## src/rtl/msadpcm_pkg.sv

```systemverilog
// Shared types, constants and arithmetic helpers of the MS ADPCM nibble decoder.
package msadpcm_pkg;

  localparam int MaxChannelsDef = 2;
  localparam int NumHdrCh       = 2;
  localparam int SampleW        = 16;
  localparam int CoefW          = 11;
  localparam int ProdW          = SampleW + CoefW;
  localparam int AccW           = ProdW + 1;
  localparam int NumCoefPairs   = 7;
  localparam int MinDelta       = 16;

  // Accumulator operations of the shared multiply-accumulate unit.
  typedef enum logic [1:0] {
    AccHold,
    AccLoad,
    AccAdd,
    AccDiv
  } acc_op_e;

  typedef struct packed {
    logic    mul_en;
    acc_op_e acc_op;
  } mac_ctrl_t;

  // First coefficient of each predictor pair.
  function automatic logic signed [CoefW-1:0] coef_first(input logic [2:0] idx);
    logic signed [CoefW-1:0] c;
    unique case (idx)
      3'd0:    c = 11'sd256;
      3'd1:    c = 11'sd512;
      3'd2:    c = 11'sd0;
      3'd3:    c = 11'sd192;
      3'd4:    c = 11'sd240;
      3'd5:    c = 11'sd460;
      3'd6:    c = 11'sd392;
      default: c = 11'sd0;
    endcase
    return c;
  endfunction

  // Second coefficient of each predictor pair.
  function automatic logic signed [CoefW-1:0] coef_second(input logic [2:0] idx);
    logic signed [CoefW-1:0] c;
    unique case (idx)
      3'd0:    c = 11'sd0;
      3'd1:    c = -11'sd256;
      3'd2:    c = 11'sd0;
      3'd3:    c = 11'sd64;
      3'd4:    c = 11'sd0;
      3'd5:    c = -11'sd208;
      3'd6:    c = -11'sd232;
      default: c = 11'sd0;
    endcase
    return c;
  endfunction

  // Step size adaptation gain, indexed by the raw 4-bit code.
  function automatic logic signed [CoefW-1:0] adapt_gain(input logic [3:0] code);
    logic signed [CoefW-1:0] g;
    unique case (code)
      4'd4, 4'd12:               g = 11'sd307;
      4'd5, 4'd11:               g = 11'sd409;
      4'd6, 4'd10:               g = 11'sd512;
      4'd7, 4'd9:                g = 11'sd614;
      4'd8:                      g = 11'sd768;
      default:                   g = 11'sd230;
    endcase
    return g;
  endfunction

  // Division by 256 that truncates toward zero.
  function automatic logic signed [AccW-1:0] div256_tz(input logic signed [AccW-1:0] x);
    logic signed [AccW-1:0] biased;
    biased = x + (x[AccW-1] ? AccW'(255) : AccW'(0));
    return biased >>> 8;
  endfunction

endpackage

```

## src/rtl/msadpcm_mac.sv

```systemverilog
// Shared multiplier with product register and accumulator of the ADPCM decoder.
module msadpcm_mac (
  input  logic                                      clk_i,
  input  msadpcm_pkg::mac_ctrl_t                    ctrl_i,
  input  logic signed [msadpcm_pkg::SampleW-1:0]    a_i,
  input  logic signed [msadpcm_pkg::CoefW-1:0]      b_i,
  output logic signed [msadpcm_pkg::ProdW-1:0]      prod_o,
  output logic signed [msadpcm_pkg::AccW-1:0]       acc_o
);
  import msadpcm_pkg::*;

  logic signed [ProdW-1:0] prod_d, prod_q;
  logic signed [AccW-1:0]  acc_d, acc_q;

  assign prod_d = ProdW'(a_i) * ProdW'(b_i);

  always_comb begin
    unique case (ctrl_i.acc_op)
      AccHold: acc_d = acc_q;
      AccLoad: acc_d = AccW'(prod_q);
      AccAdd:  acc_d = acc_q + AccW'(prod_q);
      AccDiv:  acc_d = div256_tz(acc_q);
      default: acc_d = acc_q;
    endcase
  end

  always_ff @(posedge clk_i) begin
    if (ctrl_i.mul_en) begin
      prod_q <= prod_d;
    end
    acc_q <= acc_d;
  end

  assign prod_o = prod_q;
  assign acc_o  = acc_q;

endmodule

```

## src/rtl/ms_adpcm_nibble_decoder.sv

```systemverilog
// Top level of the MS ADPCM nibble decoder: sequencer, channel state and output register.
//
// This block decodes MS ADPCM for one or two interleaved channels. A header beat (tuser = 0)
// loads each active channel's predictor index, step size and two history samples, and then
// produces the older history sample of every channel followed by the newer one, with tlast
// on the final one. A code beat (tuser = 1) carries one byte; the high nibble is decoded
// first, then the low nibble, and with two channels the high nibble belongs to channel 0
// and the low nibble to channel 1. Every nibble needs four products (two prediction terms,
// the code times the step size, and the step size times its adaptation gain), and all of
// them go through one shared 16 x 11 multiplier, so each nibble passes through the states MUL1,
// MUL2, MUL3, DIV, ADD and WB, and both nibbles of a code beat are decoded before the block is
// ready again; write-back waits on a stalled output, as does the header state that emits a
// header beat's samples one at a time. The input is ready only while the sequencer is
// idle; the output register lets the next beat be accepted while the last sample still waits.
// The channel count register accepts a write in every cycle and should only be written while
// the block is idle; a count of zero acts as one and a count of three acts as two.
module ms_adpcm_nibble_decoder #(
  parameter int MAX_CHANNELS = msadpcm_pkg::MaxChannelsDef
) (
  input  logic         clk_i,
  input  logic         rst_ni,
  // Configuration: channel count.
  input  logic         cfg_valid_i,
  output logic         cfg_ready_o,
  input  logic [1:0]   cfg_data_i,
  // Input stream.
  input  logic         s_axis_tvalid,
  output logic         s_axis_tready,
  // From bit 0: code_byte[7:0], ch0_predictor[15:8], ch0_step[31:16], ch0_newer[47:32],
  // ch0_older[63:48], ch1_predictor[71:64], ch1_step[87:72], ch1_newer[103:88],
  // ch1_older[119:104].
  input  logic [119:0] s_axis_tdata,
  // Bit 0: command.
  input  logic [0:0]   s_axis_tuser,
  // Output stream.
  output logic         m_axis_tvalid,
  input  logic         m_axis_tready,
  // Bits 15:0: pcm_sample.
  output logic [15:0]  m_axis_tdata,
  // Bit 0: sample_channel.
  output logic [0:0]   m_axis_tuser,
  output logic         m_axis_tlast
);
  import msadpcm_pkg::*;

  localparam int ChW = (MAX_CHANNELS > 1) ? $clog2(MAX_CHANNELS) : 1;

  // Sequencer states.
  localparam logic [2:0] S_IDLE = 3'd0;
  localparam logic [2:0] S_HDR  = 3'd1;
  localparam logic [2:0] S_MUL1 = 3'd2;
  localparam logic [2:0] S_MUL2 = 3'd3;
  localparam logic [2:0] S_MUL3 = 3'd4;
  localparam logic [2:0] S_DIV  = 3'd5;
  localparam logic [2:0] S_ADD  = 3'd6;
  localparam logic [2:0] S_WB   = 3'd7;

  localparam logic       CmdHeader = 1'b0;

  localparam logic signed [AccW-1:0]    SatMax   = AccW'(32767);
  localparam logic signed [AccW-1:0]    SatMin   = -AccW'(32768);
  localparam logic signed [SampleW-1:0] DeltaMin = SampleW'(MinDelta);

  // Configuration and control state.
  logic [1:0] chan_cnt_q;
  logic [2:0] state_q, state_d;
  logic [1:0] hk_q;
  logic       nib_q;
  logic [7:0] byte_q;

  // Per-channel decoder state.
  logic        [2:0]         coef_q  [MAX_CHANNELS];
  logic signed [SampleW-1:0] step_q  [MAX_CHANNELS];
  logic signed [SampleW-1:0] newer_q [MAX_CHANNELS];
  logic signed [SampleW-1:0] older_q [MAX_CHANNELS];

  // Output register.
  logic               out_valid_q;
  logic [SampleW-1:0] out_data_q;
  logic               out_ch_q;
  logic               out_last_q;

  // Unpacked header fields.
  logic        [7:0]         hdr_pred  [NumHdrCh];
  logic signed [SampleW-1:0] hdr_step  [NumHdrCh];
  logic signed [SampleW-1:0] hdr_newer [NumHdrCh];
  logic signed [SampleW-1:0] hdr_older [NumHdrCh];

  assign hdr_pred[0]  = s_axis_tdata[15:8];
  assign hdr_step[0]  = s_axis_tdata[31:16];
  assign hdr_newer[0] = s_axis_tdata[47:32];
  assign hdr_older[0] = s_axis_tdata[63:48];
  assign hdr_pred[1]  = s_axis_tdata[71:64];
  assign hdr_step[1]  = s_axis_tdata[87:72];
  assign hdr_newer[1] = s_axis_tdata[103:88];
  assign hdr_older[1] = s_axis_tdata[119:104];

  // A count of two or three selects stereo, as long as the storage has a second channel.
  logic two_ch;
  assign two_ch = (MAX_CHANNELS > 1) && chan_cnt_q[1];

  logic in_acc, out_free, out_load;
  assign s_axis_tready = (state_q == S_IDLE);
  assign in_acc        = s_axis_tvalid && s_axis_tready;
  assign out_free      = !out_valid_q || m_axis_tready;
  assign cfg_ready_o   = 1'b1;

  // A new sample enters the output register from the header or the write-back state.
  assign out_load = out_free && ((state_q == S_HDR) || (state_q == S_WB));

  // Header emission: older samples of all channels first, then the newer ones.
  logic [ChW-1:0]     hdr_ch;
  logic               hdr_sel_newer, hdr_last;
  logic [SampleW-1:0] hdr_sample;
  assign hdr_ch        = two_ch ? ChW'(hk_q[0]) : '0;
  assign hdr_sel_newer = two_ch ? hk_q[1] : hk_q[0];
  assign hdr_last      = two_ch ? (hk_q == 2'd3) : (hk_q == 2'd1);
  assign hdr_sample    = hdr_sel_newer ? newer_q[hdr_ch] : older_q[hdr_ch];

  // Nibble being decoded and the channel it belongs to.
  logic [ChW-1:0] cur_ch;
  logic [3:0]     code;
  assign cur_ch = ChW'(nib_q && two_ch);
  assign code   = nib_q ? byte_q[3:0] : byte_q[7:4];

  // Shared multiply-accumulate unit and its operand selection.
  mac_ctrl_t                mac_ctrl;
  logic signed [SampleW-1:0] mac_a;
  logic signed [CoefW-1:0]   mac_b;
  logic signed [ProdW-1:0]   prod;
  logic signed [AccW-1:0]    acc;

  always_comb begin
    mac_ctrl.mul_en = 1'b0;
    mac_ctrl.acc_op = AccHold;
    mac_a           = '0;
    mac_b           = '0;
    unique case (state_q)
      S_MUL1: begin
        mac_ctrl.mul_en = 1'b1;
        mac_a           = newer_q[cur_ch];
        mac_b           = coef_first(coef_q[cur_ch]);
      end
      S_MUL2: begin
        mac_ctrl.mul_en = 1'b1;
        mac_ctrl.acc_op = AccLoad;
        mac_a           = older_q[cur_ch];
        mac_b           = coef_second(coef_q[cur_ch]);
      end
      S_MUL3: begin
        mac_ctrl.mul_en = 1'b1;
        mac_ctrl.acc_op = AccAdd;
        mac_a           = step_q[cur_ch];
        mac_b           = CoefW'($signed(code));
      end
      S_DIV: begin
        mac_ctrl.acc_op = AccDiv;
      end
      S_ADD: begin
        mac_ctrl.mul_en = 1'b1;
        mac_ctrl.acc_op = AccAdd;
        mac_a           = step_q[cur_ch];
        mac_b           = adapt_gain(code);
      end
      default: begin
      end
    endcase
  end

  msadpcm_mac u_mac (
    .clk_i  (clk_i),
    .ctrl_i (mac_ctrl),
    .a_i    (mac_a),
    .b_i    (mac_b),
    .prod_o (prod),
    .acc_o  (acc)
  );

  // Write-back values: saturated sample and adapted step size.
  logic signed [SampleW-1:0] sample_sat;
  logic signed [AccW-1:0]    delta_div;
  logic signed [SampleW-1:0] delta_wrap, delta_new;

  always_comb begin
    if (acc > SatMax) begin
      sample_sat = SampleW'(SatMax);
    end else if (acc < SatMin) begin
      sample_sat = SampleW'(SatMin);
    end else begin
      sample_sat = acc[SampleW-1:0];
    end
  end

  // The quotient wraps to 16 bits before the lower limit is applied.
  assign delta_div  = div256_tz(AccW'(prod));
  assign delta_wrap = delta_div[SampleW-1:0];
  assign delta_new  = (delta_wrap < DeltaMin) ? DeltaMin : delta_wrap;

  // Sequencer.
  always_comb begin
    state_d = state_q;
    unique case (state_q)
      S_IDLE: begin
        if (in_acc) begin
          state_d = (s_axis_tuser[0] == CmdHeader) ? S_HDR : S_MUL1;
        end
      end
      S_HDR: begin
        if (out_free && hdr_last) begin
          state_d = S_IDLE;
        end
      end
      S_MUL1: state_d = S_MUL2;
      S_MUL2: state_d = S_MUL3;
      S_MUL3: state_d = S_DIV;
      S_DIV:  state_d = S_ADD;
      S_ADD:  state_d = S_WB;
      S_WB: begin
        if (out_free) begin
          state_d = nib_q ? S_IDLE : S_MUL1;
        end
      end
      default: state_d = S_IDLE;
    endcase
  end

  always_ff @(posedge clk_i or negedge rst_ni) begin
    if (!rst_ni) begin
      chan_cnt_q  <= 2'd1;
      state_q     <= S_IDLE;
      hk_q        <= '0;
      nib_q       <= 1'b0;
      out_valid_q <= 1'b0;
      for (int c = 0; c < MAX_CHANNELS; c++) begin
        coef_q[c]  <= '0;
        step_q[c]  <= '0;
        newer_q[c] <= '0;
        older_q[c] <= '0;
      end
    end else begin
      state_q <= state_d;

      if (cfg_valid_i) begin
        chan_cnt_q <= cfg_data_i;
      end

      if (out_load) begin
        out_valid_q <= 1'b1;
      end else if (m_axis_tready) begin
        out_valid_q <= 1'b0;
      end

      unique case (state_q)
        S_IDLE: begin
          hk_q  <= '0;
          nib_q <= 1'b0;
          if (in_acc) begin
            if (s_axis_tuser[0] == CmdHeader) begin
              // Mono leaves the second channel untouched.
              for (int c = 0; c < MAX_CHANNELS; c++) begin
                if (c == 0 || two_ch) begin
                  coef_q[c]  <= (hdr_pred[c] >= 8'(NumCoefPairs)) ? 3'd0 : hdr_pred[c][2:0];
                  step_q[c]  <= hdr_step[c];
                  newer_q[c] <= hdr_newer[c];
                  older_q[c] <= hdr_older[c];
                end
              end
            end else begin
              byte_q <= s_axis_tdata[7:0];
            end
          end
        end
        S_HDR: begin
          if (out_free) begin
            out_data_q  <= hdr_sample;
            out_ch_q    <= 1'(hdr_ch);
            out_last_q  <= hdr_last;
            hk_q        <= hk_q + 2'd1;
          end
        end
        S_WB: begin
          if (out_free) begin
            older_q[cur_ch] <= newer_q[cur_ch];
            newer_q[cur_ch] <= sample_sat;
            step_q[cur_ch]  <= delta_new;
            out_data_q      <= sample_sat;
            out_ch_q        <= 1'(cur_ch);
            out_last_q      <= nib_q;
            nib_q           <= 1'b1;
          end
        end
        default: begin
        end
      endcase
    end
  end

  assign m_axis_tvalid   = out_valid_q;
  assign m_axis_tdata    = out_data_q;
  assign m_axis_tuser[0] = out_ch_q;
  assign m_axis_tlast    = out_last_q;

endmodule

```

## config.mk

```make
export PLATFORM = sky130hd
export DESIGN_NAME = ms_adpcm_nibble_decoder
export DESIGN_NICKNAME = d
export VERILOG_FILES = /design/src/rtl/msadpcm_pkg.sv /design/src/rtl/msadpcm_mac.sv /design/src/rtl/ms_adpcm_nibble_decoder.sv
export SDC_FILE = /design/constraint.sdc
export NUM_CORES = 1
export LEC_CHECK = 0
export ABC_CLOCK_PERIOD_IN_PS = 11350
export BUFFER_PORTS_ARGS = -buffer_cell sky130_fd_sc_hd__buf_2
export CAP_MARGIN = 20
export CORE_MARGIN = 2
export CORE_UTILIZATION = 45
export DETAILED_ROUTE_END_ITERATION = 16
export PLACE_DENSITY_LB_ADDON = 0.12
export SETUP_SLACK_MARGIN = 0.3
export SLEW_MARGIN = 20
export SYNTH_ARGS = -nofsm -noshare
export SYNTH_HDL_FRONTEND = slang
export SYNTH_SLANG_ARGS = --single-unit
```

## constraint.sdc

```tcl
create_clock -name clk_i -period 11.35 [get_ports clk_i]
set_input_delay 0.5675 -clock clk_i [delete_from_list [all_inputs] [get_ports clk_i]]
set_output_delay 0.5675 -clock clk_i [all_outputs]
set_load 0.02 [all_outputs]
```

==> impl_metrics.py, run 1 <==
metrics = {
    "status": {
        "status": "complete, no violations",
    },
    "sta": {
        "min_period_ns": 9.050,
        "final_min_period_over_clock_period_pct": 79.73,
        "unrepaired_setup_endpoints_after_global_routing": "no",
        "max_freq_ghz": 0.1105,
        "slew_violations": 0,
        "timing.clock.skew_ns": 0.01511,
        "setup_total_negative_slack_ns": 0,
        "worst_slew_margin_rel_pct": 24.70,
        "hold_fails_final_rpt": 0,
        "timing_worst_slew_pin_value_ns": 1.129,
        "setup-violations-final": 0,
    },
    "drt": {
        "detailroute.wirelength.met2_um": 26230,
        "viasPerCell": 5.768,
        "drt-pass1-iter-count": 7,
        "detailedRoute.firstIterationViolations": 1243,
        "drt_wl_total_um": 56080,
        "detail_route.drc_violations": 0,
        "detail-route-antenna-nets": 0,
        "top_layer": "met4",
        "met3WireLength_um": 3738,
        "num_vias": 15520,
        "post_drt_wl_per_cell_um": 20.84,
        "detail_route.wirelength.met1_um": 24360,
    },
    "cts": {
        "clock_tree_root_buffer_cell": "clkbuf_16",
        "cts_hold_repair.buffers": 0,
        "cts_tree": "yes",
        "max-clock-path-buffers": 2,
        "path_clk_slew_ns": 0.08,
        "insertion_delay_to_the_later_sink_of_the_worst_skew_pair_ns": 0.47,
        "cts.repair.resized": 0,
        "clock_tree.htree_level_count": 4,
        "clkSinkCount": 191,
        "cts_inserted_buffers": 17,
        "cts.repair_timing.setup_buffer_count": 0,
    },
    "logic_synthesis": {
        "yosys-top-cells-area": "fa_1 (18%), dfrtp_1 (15%), edfxtp_1 (13%)",
        "yosysSeqAreaShare_pct": 28.14,
        "average_cell_area_after_synthesis_um2": 8.975,
        "post_synth_most_frequent_cells": "nand2_1 (282), nor2_1 (249), inv_1 (210)",
        "yosysWarnings": 0,
        "synth_top_cell_by_area": "fa_1",
        "post_synth_inst_count": 2053,
        "post-synth-top-count-cell": "nand2_1",
        "synth_seq_cells": 191,
        "synth_edf_count": 81,
        "yosys_most_used_dff": "dfrtp_1",
        "mappedNetlistNets": 2448,
        "yosysUniqueCellTypes": 76,
        "synthDominantCellAreaShare_pct": 17.82,
        "postSynth.asyncResetShare_pct": 57.59,
        "post_synth_instance_area_um2": 18430,
    },
    "worst_setup_path": {
        "critical_path.max_stage_delay_ns": 0.68,
        "timing.rr.start": "nib_q",
        "critPathKind": "reg -> reg",
        "start_kind": "flop",
        "critical-path-top-delay-family": "adder cells",
        "reg2reg_depth": 27,
        "critical_path_peak_fanout": 20,
        "endpoint_kind": "flop",
        "regToRegEndpoint": "u_mac.prod_o[26]",
        "crit_path_frequent_cell": "fa_1",
        "r2r_slack_ns": 2.30,
        "crit_required_ns": 11.55,
        "cp_num_buf_inv": 4,
        "slowest_stage": "a211oi_4",
        "critical_path_arrival_ns": 9.25,
    },
    "finish": {
        "register_area_um2": 5185,
        "antenna-diode-count": 0,
        "total_area_of_multi_input_combinational_cells_um2": 12100,
        "fill_cells": 3895,
        "layout.cell_area.non_filler_um2": 20250,
        "layout-drive-gt1-share_pct": 12.69,
        "layout.nets": 2541,
        "flow.area_growth_from_synthesis_pct": 9.887,
    },
    "grt": {
        "grt_remaining_overflow": 0,
        "grt_start_max_net_pins": 89,
        "grt_pass1_wl_um": 87440,
        "grt_pass1_vias": 15330,
        "grt_antenna_before_repair": 0,
        "gr-usage-all-layers_pct": 27.17,
    },
    "hold_path": {
        "worst_hold_path_type": "in -> async",
    },
    "place": {
        "dpl_cell_area_um2": 19660,
        "post-dp-hpwl_um": 42980,
        "routabilityCongestion": 0.9398,
        "buffer_ports.inserted": 146,
    },
    "job": {
        "maxCapViolations": 0,
    },
    "power_and_ir_drop": {
        "cellLeakagePower_nw": 9.416,
        "post-layout-total-power_w": 0.005869,
        "worst_ir_drop_vdd_uv": 140.5,
        "power_density_nw_per_um2": 289.9,
    },
    "floorplan": {
        "placeable_area_um2": 40650,
        "rows": 74,
        "dieArea_um2": 42580,
        "die_height_um": 206.4,
        "number_of_i_o_pins": 149,
        "dieWidth_um": 206.4,
        "initial_utilization_pct": 45.33,
    },
}
-- placed cells by master, fill, tap and decap left out, types with 6 or more instances in the layout --
cell and count:
nor4_1 10, o21a_1 15, a31oi_1 26, mux4_2 16, or4_1 6, buf_2 145, o211ai_1 10, o21ai_0 89
mux2i_1 39, a211oi_1 7, a21o_1 17, nor2_1 248, clkbuf_16 17, a21oi_1 114, nor2b_1 7, nor3_1 16
or2_2 12, o22ai_1 20, edfxtp_1 81, ha_1 103, o31ai_1 32, nand2b_1 21, and3_1 33, dfrtp_1 110
xnor2_1 52, xor2_1 36, buf_4 28, nand3_1 35, fa_1 164, nand4_1 10, nand2_1 280, inv_1 210
o21bai_1 6, o221a_2 13, o221ai_1 25, a22oi_1 15
-- cells by family (layout without fill, tap and decap cells) --
kind of cell / count (synthesis) / after routing / share of synthesized area, %
buffers and inverters: 309 / 415 / 6.559
AO/OA/AOI/OAI: 437 / 437 / 15.56
AND/OR/NAND/NOR: 700 / 700 / 16.36
other: 1 / 1 / 0.02035
XOR/XNOR: 88 / 88 / 4.183
adder cells (fa/ha/maj): 267 / 267 / 24.81
multiplexers: 60 / 60 / 4.373
flip-flops: 191 / 191 / 28.14
-- worst max path at each step --
stage	from	to	slack (ns)	depth (start not counted)
finish	nib_q	u_mac.prod_o[26]	2.30	27
global route	nib_q	u_mac.prod_o[26]	1.60	27
CTS	nib_q	u_mac.prod_o[26]	2.14	27
detailed placement	nib_q	u_mac.prod_o[26]	2.21	27
global placement	nib_q	u_mac.prod_o[25]	2.39	28
floorplan	nib_q	u_mac.prod_o[26]	4.14	27
-- routing by layer --
metal,vias up,global-route usage [%]
li1,7185,-
met1,7717,37.66
met2,549,43.82
met3,71,3.863
met4,0,9.031
met5,-,0
-- worst register-to-register path: cells and delay by family, from the launching register on --
kind / cells / cell delay, ns
AO/OA/AOI/OAI: 9 / 2.64
XOR/XNOR: 1 / 0.11
buffers and inverters: 4 / 0.59
flip-flops: 1 / 0.65
AND/OR/NAND/NOR: 6 / 1.15
adder cells (fa/ha/maj): 6 / 3.03
multiplexers: 1 / 0.63
-- sequential cells by signal, summed over array words and instances, names as in the netlist --
name and flops:
m_axis_tvalid 1, state_q 3, step_q 32, hk_q 2
older_q 32, byte_q 8, chan_cnt_q 1, m_axis_tlast 1
nib_q 1, coef_q 6, m_axis_tdata 16, newer_q 32
m_axis_tuser 1, u_mac.prod_o 27, u_mac.acc_o 28
-- area by class of cell --
type | instances | share of cell area, %
tap | 532 | 3.287
inverter | 210 | 3.893
clock inverter | 12 | 0.6118
clock buffer | 20 | 2.206
multi-input combinational | 1553 | 59.77
sequential | 191 | 25.61
timing repair buffer | 173 | 4.622
-- where the power goes --
group          total [W]  internal [W]  switching, W
registers        0.00155       0.00116      0.000387
clock network   0.000609      0.000315      0.000294
logic            0.00371       0.00141       0.00231
-- metrics by stage --
| step | hold slack, ns | util, % | worst slack, ns | instances |
|---|---|---|---|---|
| 2_1_floorplan | 0.2719 | - | 4.142 | 2053 |
| 3_3_place_gp | 0.4619 | 48.36 | 2.394 | 2659 |
| 3_5_place_dp | 0.4710 | 48.36 | 2.207 | 2659 |
| 4_1_cts | 0.1718 | 49.77 | 2.139 | 2691 |
| 5_1_grt | 0.1991 | 49.82 | 1.598 | 2691 |
| 6_report | 0.1548 | 49.82 | 2.300 | 2691 |
Note: power is estimated with default switching activity, not from simulation.
==> run 2, diff against run 1 <==
--- a/config.mk
+++ b/config.mk
@@ -5,7 +5,7 @@
 export SDC_FILE = /design/constraint.sdc
 export NUM_CORES = 1
 export LEC_CHECK = 0
-export ABC_CLOCK_PERIOD_IN_PS = 11350
+export ABC_CLOCK_PERIOD_IN_PS = 8900
 export BUFFER_PORTS_ARGS = -buffer_cell sky130_fd_sc_hd__buf_2
 export CAP_MARGIN = 20
 export CORE_MARGIN = 2
==> constraint.sdc (replaced) <==
create_clock -name clk_i -period 8.9 [get_ports clk_i]
set_input_delay 0.445 -clock clk_i [delete_from_list [all_inputs] [get_ports clk_i]]
set_output_delay 0.445 -clock clk_i [all_outputs]
set_load 0.02 [all_outputs]
==> impl_metrics.py, run 2 (synthesized netlist as in run 1, its figures left out) <==
metrics = {
    "worst_setup_path": {
        "critical_path_peak_fanout": 11,
        "slowest_stage": "a311oi_2",
        "critical_path_arrival_ns": 8.19,
        "critical-path-top-delay-family": "adder cells",
        "reg2reg_depth": 25,
        "critical_path.max_stage_delay_ns": 0.72,
        "levels_on_crit_path": 25,
        "critPathKind": "reg -> reg",
        "endpoint_kind": "flop",
        "crit_path_frequent_cell": "fa_1",
        "start_kind": "flop",
        "crit_required_ns": 9.12,
        "cp_num_buf_inv": 4,
    },
    "sta": {
        "hold_fails_final_rpt": 0,
        "setup_total_negative_slack_ns": 0,
        "timing.clock.skew_ns": 0.01741,
        "worst_slack_ns": 0.9269,
        "worst_slew_margin_rel_pct": 27.40,
        "max_freq_ghz": 0.1254,
        "unrepaired_setup_endpoints_after_global_routing": "no",
        "slew_violations": 0,
        "setup-violations-final": 0,
        "timing_worst_slew_pin_value_ns": 1.086,
        "min_period_ns": 7.973,
        "final_min_period_over_clock_period_pct": 89.59,
    },
    "place": {
        "placedCellCount": 2676,
        "pre_cts_slack_ns": 0.6936,
        "buffer_ports.inserted": 146,
        "routabilityCongestion": 0.9278,
        "dpl_cell_area_um2": 19790,
        "post-dp-hpwl_um": 43250,
    },
    "drt": {
        "drt_wl_total_um": 55930,
        "detail-route-antenna-nets": 0,
        "drt-pass1-iter-count": 6,
        "detailedRoute.firstIterationViolations": 1188,
        "post_drt_wl_per_cell_um": 20.63,
        "viasPerCell": 5.699,
        "detail_route.drc_violations": 0,
        "num_vias": 15450,
    },
    "cts": {
        "cts_tree": "yes",
        "clkSinkCount": 191,
        "max-clock-path-buffers": 2,
        "clock_tree_root_buffer_cell": "clkbuf_16",
        "insertion_delay_to_the_later_sink_of_the_worst_skew_pair_ns": 0.47,
        "cts_inserted_buffers": 17,
        "path_clk_slew_ns": 0.08,
        "clock_tree.htree_level_count": 4,
    },
    "grt": {
        "grt_pass1_vias": 15370,
        "grt_pass1_wl_um": 87770,
        "gr-usage-all-layers_pct": 27.38,
        "grt_antenna_before_repair": 1,
        "grt_start_max_net_pins": 98,
        "grt_remaining_overflow": 0,
    },
    "power_and_ir_drop": {
        "cellLeakagePower_nw": 9.507,
        "post-layout-total-power_w": 0.007538,
        "worst_ir_drop_vdd_uv": 153.5,
        "power_density_nw_per_um2": 369.7,
    },
    "finish": {
        "mostFrequentLayoutCells": "nand2_1 (280), nor2_1 (249), inv_1 (210)",
        "reg.largest.list": "newer_q: 32 flops, older_q: 32 flops, step_q: 32 flops",
        "layout.nets": 2561,
        "layout-drive-gt1-share_pct": 13.58,
        "antenna-diode-count": 0,
        "layout.cell_area.non_filler_um2": 20390,
        "flow.area_growth_from_synthesis_pct": 10.65,
        "layout.cells.most_common": "nand2_1",
        "finalNonFillerCells": 2711,
    },
    "job": {
        "maxCapViolations": 0,
    },
    "status": {
        "status": "complete, no violations",
    },
    "floorplan": {
        "number_of_i_o_pins": 149,
        "placeable_area_um2": 40650,
        "dieArea_um2": 42580,
        "dieWidth_um": 206.4,
        "rows": 74,
        "initial_utilization_pct": 45.33,
        "die_height_um": 206.4,
    },
    "hold_path": {
        "worst_hold_path_type": "in -> reg",
        "min_path_cells": 1,
    },
}
run 2: report_power, final:
group,total [W],internal [W],switching (W)
combinational,0.00482,0.00186,0.00296
sequential,0.00195,0.00148,0.000465
clock,0.000773,0.000378,0.000395
run 2: cell type report:
class / instances / area (µm²)
Inverter: 210 / 788.3
Sequential cell: 191 / 5186
Clock buffer: 19 / 442.9
Fill cell: 3902 / 20260
Tap cell: 532 / 665.6
Timing Repair Buffer: 193 / 1089
Multi-Input combinational cell: 1553 / 12090
Clock inverter: 13 / 123.9
run 2: stage by stage:
step	hold WS [ns]	utilization (%)
floorplan	0.1494	-
global placement	0.4637	48.68
detailed placement	0.4690	48.68
CTS	0.1274	50.10
global route	0.1224	50.16
finish	0.1464	50.16
run 2: worst register-to-register path: stages, from the launching register on:
cell	delay, ns
dfrtp_2	0.55
mux2i_1	0.43
inv_1	0.16
ha_1	0.27
o21ai_0	0.19
a21oi_1	0.09
a311oi_2	0.72
buf_4	0.32
nor2_1	0.08
fa_1	0.52
fa_1	0.45
fa_1	0.53
fa_1	0.55
inv_1	0.07
fa_1	0.55
inv_1	0.05
ha_1	0.36
a21oi_1	0.14
o21ai_0	0.14
or4_1	0.42
o21ai_0	0.42
o41ai_1	0.16
o31ai_1	0.23
nand2b_1	0.08
a21oi_1	0.17
xnor2_1	0.09
run 2: repair_timing:
item                       CTS  global route
hold endpoints to repair    39             0
resized for setup            0             3
setup buffers                0             2
setup endpoints to repair    0             3
hold buffers                 1             0
run 2: worst paths after layout:
path                                 start  slack [ns]          endpoint
max                                  nib_q        0.93  u_mac.prod_o[25]
min                        s_axis_tdata[1]        0.15         byte_q[1]
max reg2reg                          nib_q        0.93  u_mac.prod_o[25]
min reg2reg                     step_q[17]        0.48        step_q[17]
max in group asynchronous           rst_ni        7.02        step_q[24]
min in group asynchronous           rst_ni        0.51         coef_q[4]
run 2: per-layer routing:
| layer | wire [µm] | share of wire (%) | global-route usage, % |
|---|---|---|---|
| met2 | 25670 | 46 | 43.07 |
| met5 | 10 | 0.018 | 0 |
| met3 | 3894 | 7.0 | 4.983 |
| met4 | 2130 | 3.8 | 10.79 |
| met1 | 24220 | 43 | 37.50 |
==> run 3, diff against run 2 <==
--- a/config.mk
+++ b/config.mk
@@ -8,7 +8,6 @@
 export ABC_CLOCK_PERIOD_IN_PS = 8900
 export BUFFER_PORTS_ARGS = -buffer_cell sky130_fd_sc_hd__buf_2
 export CAP_MARGIN = 20
-export CORE_MARGIN = 2
 export CORE_UTILIZATION = 45
 export DETAILED_ROUTE_END_ITERATION = 16
 export PLACE_DENSITY_LB_ADDON = 0.12
==> impl_metrics.py, run 3 (synthesized netlist as in run 1, its figures left out) <==
metrics = {
    "status": {
        "status": "complete, no violations",
    },
    "place": {
        "routabilityCongestion": 0.9188,
        "post-dp-hpwl_um": 42960,
        "dpl_cell_area_um2": 19750,
        "buffer_ports.inserted": 146,
    },
    "finish": {
        "layout.cell_area.non_filler_um2": 20440,
        "layout-drive-gt1-share_pct": 13.39,
        "antenna-diode-count": 0,
        "flow.area_growth_from_synthesis_pct": 10.95,
        "mostFrequentLayoutCells": "nand2_1 (280), nor2_1 (249), inv_1 (210)",
        "reg.largest.list": "newer_q: 32 flops, older_q: 32 flops, step_q: 32 flops",
        "layout.cells.most_common": "nand2_1",
        "layout.nets": 2555,
    },
    "power_and_ir_drop": {
        "worst_ir_drop_vdd_uv": 218.6,
        "power.clock.fraction_pct": 11.1,
        "share_seq_of_total_power_pct": 25.9,
        "power_density_nw_per_um2": 371.5,
        "sw_frac_of_total_pct": 50.49,
        "comb_power_share_pct": 63.0,
        "cellInternalPower_w": 0.003760,
        "cellLeakagePower_nw": 9.516,
        "net-switching-power_w": 0.003834,
    },
    "grt": {
        "grt_start_max_net_pins": 98,
        "grt_remaining_overflow": 0,
        "grt_pass1_vias": 15460,
        "grt_antenna_before_repair": 1,
        "gr-usage-all-layers_pct": 27.73,
        "grt_pass1_wl_um": 88110,
    },
    "cts": {
        "clock_tree_root_buffer_cell": "clkbuf_16",
        "clock_tree.htree_level_count": 4,
        "clkSinkCount": 191,
        "insertion_delay_to_the_later_sink_of_the_worst_skew_pair_ns": 0.47,
        "path_clk_slew_ns": 0.08,
        "cts.repair_timing.setup_buffer_count": 0,
        "max-clock-path-buffers": 2,
        "cts_inserted_buffers": 17,
        "cts_tree": "yes",
    },
    "sta": {
        "hold_fails_final_rpt": 0,
        "setup_total_negative_slack_ns": 0,
        "slew_violations": 0,
        "setup-violations-final": 0,
        "final_min_period_over_clock_period_pct": 91.22,
        "unrepaired_setup_endpoints_after_global_routing": "no",
        "worst_slew_margin_rel_pct": 24.03,
        "timing.clock.skew_ns": 0.01633,
        "timing_worst_slew_pin_value_ns": 1.137,
        "min_period_ns": 8.119,
        "max_freq_ghz": 0.1232,
    },
    "job": {
        "maxCapViolations": 0,
    },
    "worst_setup_path": {
        "critical_path_arrival_ns": 8.33,
        "start_kind": "flop",
        "slowest_stage": "fa_1",
        "critical_path.max_stage_delay_ns": 0.56,
        "timing.rr.start": "nib_q",
        "critPathKind": "reg -> reg",
        "crit_path_frequent_cell": "fa_1",
        "crit_required_ns": 9.11,
        "timing.critical_path.from": "nib_q",
        "critical_path_peak_fanout": 16,
        "endpoint_kind": "flop",
    },
    "hold_path": {
        "worst_hold_path_type": "in -> reg",
        "holdCritStartpoint": "s_axis_tdata[5]",
    },
    "drt": {
        "post_drt_wl_per_cell_um": 20.76,
        "detail_route.drc_violations": 0,
        "drt_wl_total_um": 56000,
        "detailedRoute.firstIterationViolations": 1280,
        "drt-pass1-iter-count": 6,
        "viasPerCell": 5.766,
        "detail-route-antenna-nets": 0,
        "num_vias": 15560,
    },
    "floorplan": {
        "dieArea_um2": 41760,
        "initial_utilization_pct": 45.95,
        "number_of_i_o_pins": 149,
        "placeable_area_um2": 40100,
        "die_height_um": 204.4,
        "dieWidth_um": 204.4,
        "rows": 73,
    },
}
[run 3: repair_timing]
item	in CTS	in global routing
resized for setup	0	5
endpoints found under the hold margin	40	0
setup endpoints to repair	0	3
hold buffers	1	0
[run 3: area by class of cell]
class / count / area (µm²)
clock buffer: 18 / 439.2
multi-input combinational: 1553 / 12100
sequential: 191 / 5186
clock inverter: 14 / 193.9
timing repair buffer: 187 / 1081
inverter: 210 / 788.3
tap: 525 / 656.9
fill: 3833 / 19650
[run 3: power groups by stage]
stage | combinational [W] | clock [W] | sequential [W]
6_report | 0.00478 | 0.000842 | 0.00197
5_1_grt | 0.00537 | 0.000885 | 0.00202
4_1_cts | 0.00478 | 0.000853 | 0.00195
3_5_place_dp | 0.00475 | 0 | 0.00197
3_3_place_gp | 0.00468 | 0 | 0.00196
2_1_floorplan | 0.00352 | 0 | 0.00178
[run 3: layer usage]
| metal | vias up | global-route usage [%] | part of all wire (%) | wire length (µm) |
|---|---|---|---|---|
| met5 | - | 0 | 0 | 0 |
| met4 | 0 | 9.355 | 3.1 | 1716 |
| met3 | 68 | 4.353 | 6.6 | 3681 |
| met2 | 557 | 43.95 | 46 | 25840 |
| met1 | 7706 | 38.56 | 44 | 24770 |
| li1 | 7226 | - | - | - |
[run 3: path summary, 6_finish.rpt]
path	cells after the start	to	slack [ns]
setup / recovery	29	u_mac.prod_o[26]	0.78
hold / removal	1	byte_q[5]	0.15
setup reg to reg	29	u_mac.prod_o[26]	0.78
hold reg to reg	2	step_q[2]	0.49
max in group asynchronous	3	step_q[11]	6.98
min in group asynchronous	2	chan_cnt_q[1]	0.52
[run 3: worst max-delay path, delay by kind of cell (launching register included)]
kind	cells	cell delay, ns
multiplexers	1	0.40
flip-flops	1	0.53
AO/OA/AOI/OAI	9	2.13
buffers and inverters	6	0.91
AND/OR/NAND/NOR	6	0.85
XOR/XNOR	1	0.12
adder cells (fa/ha/maj)	6	2.90
[run 3: stage by stage]
step | total power, W | setup slack (ns) | hold slack, ns | util [%] | std cells
finish | 0.007595 | 0.7811 | 0.1480 | 50.98 | 2698
global route | 0.008276 | 0.3086 | 0.1220 | 50.98 | 2698
CTS | 0.007586 | 0.5980 | 0.1263 | 50.86 | 2697
detailed placement | 0.006715 | 0.6495 | 0.4713 | 49.26 | 2664
global placement | 0.006638 | 0.8098 | 0.4637 | 49.26 | 2664
floorplan | 0.005296 | 1.692 | 0.1494 | - | 2053
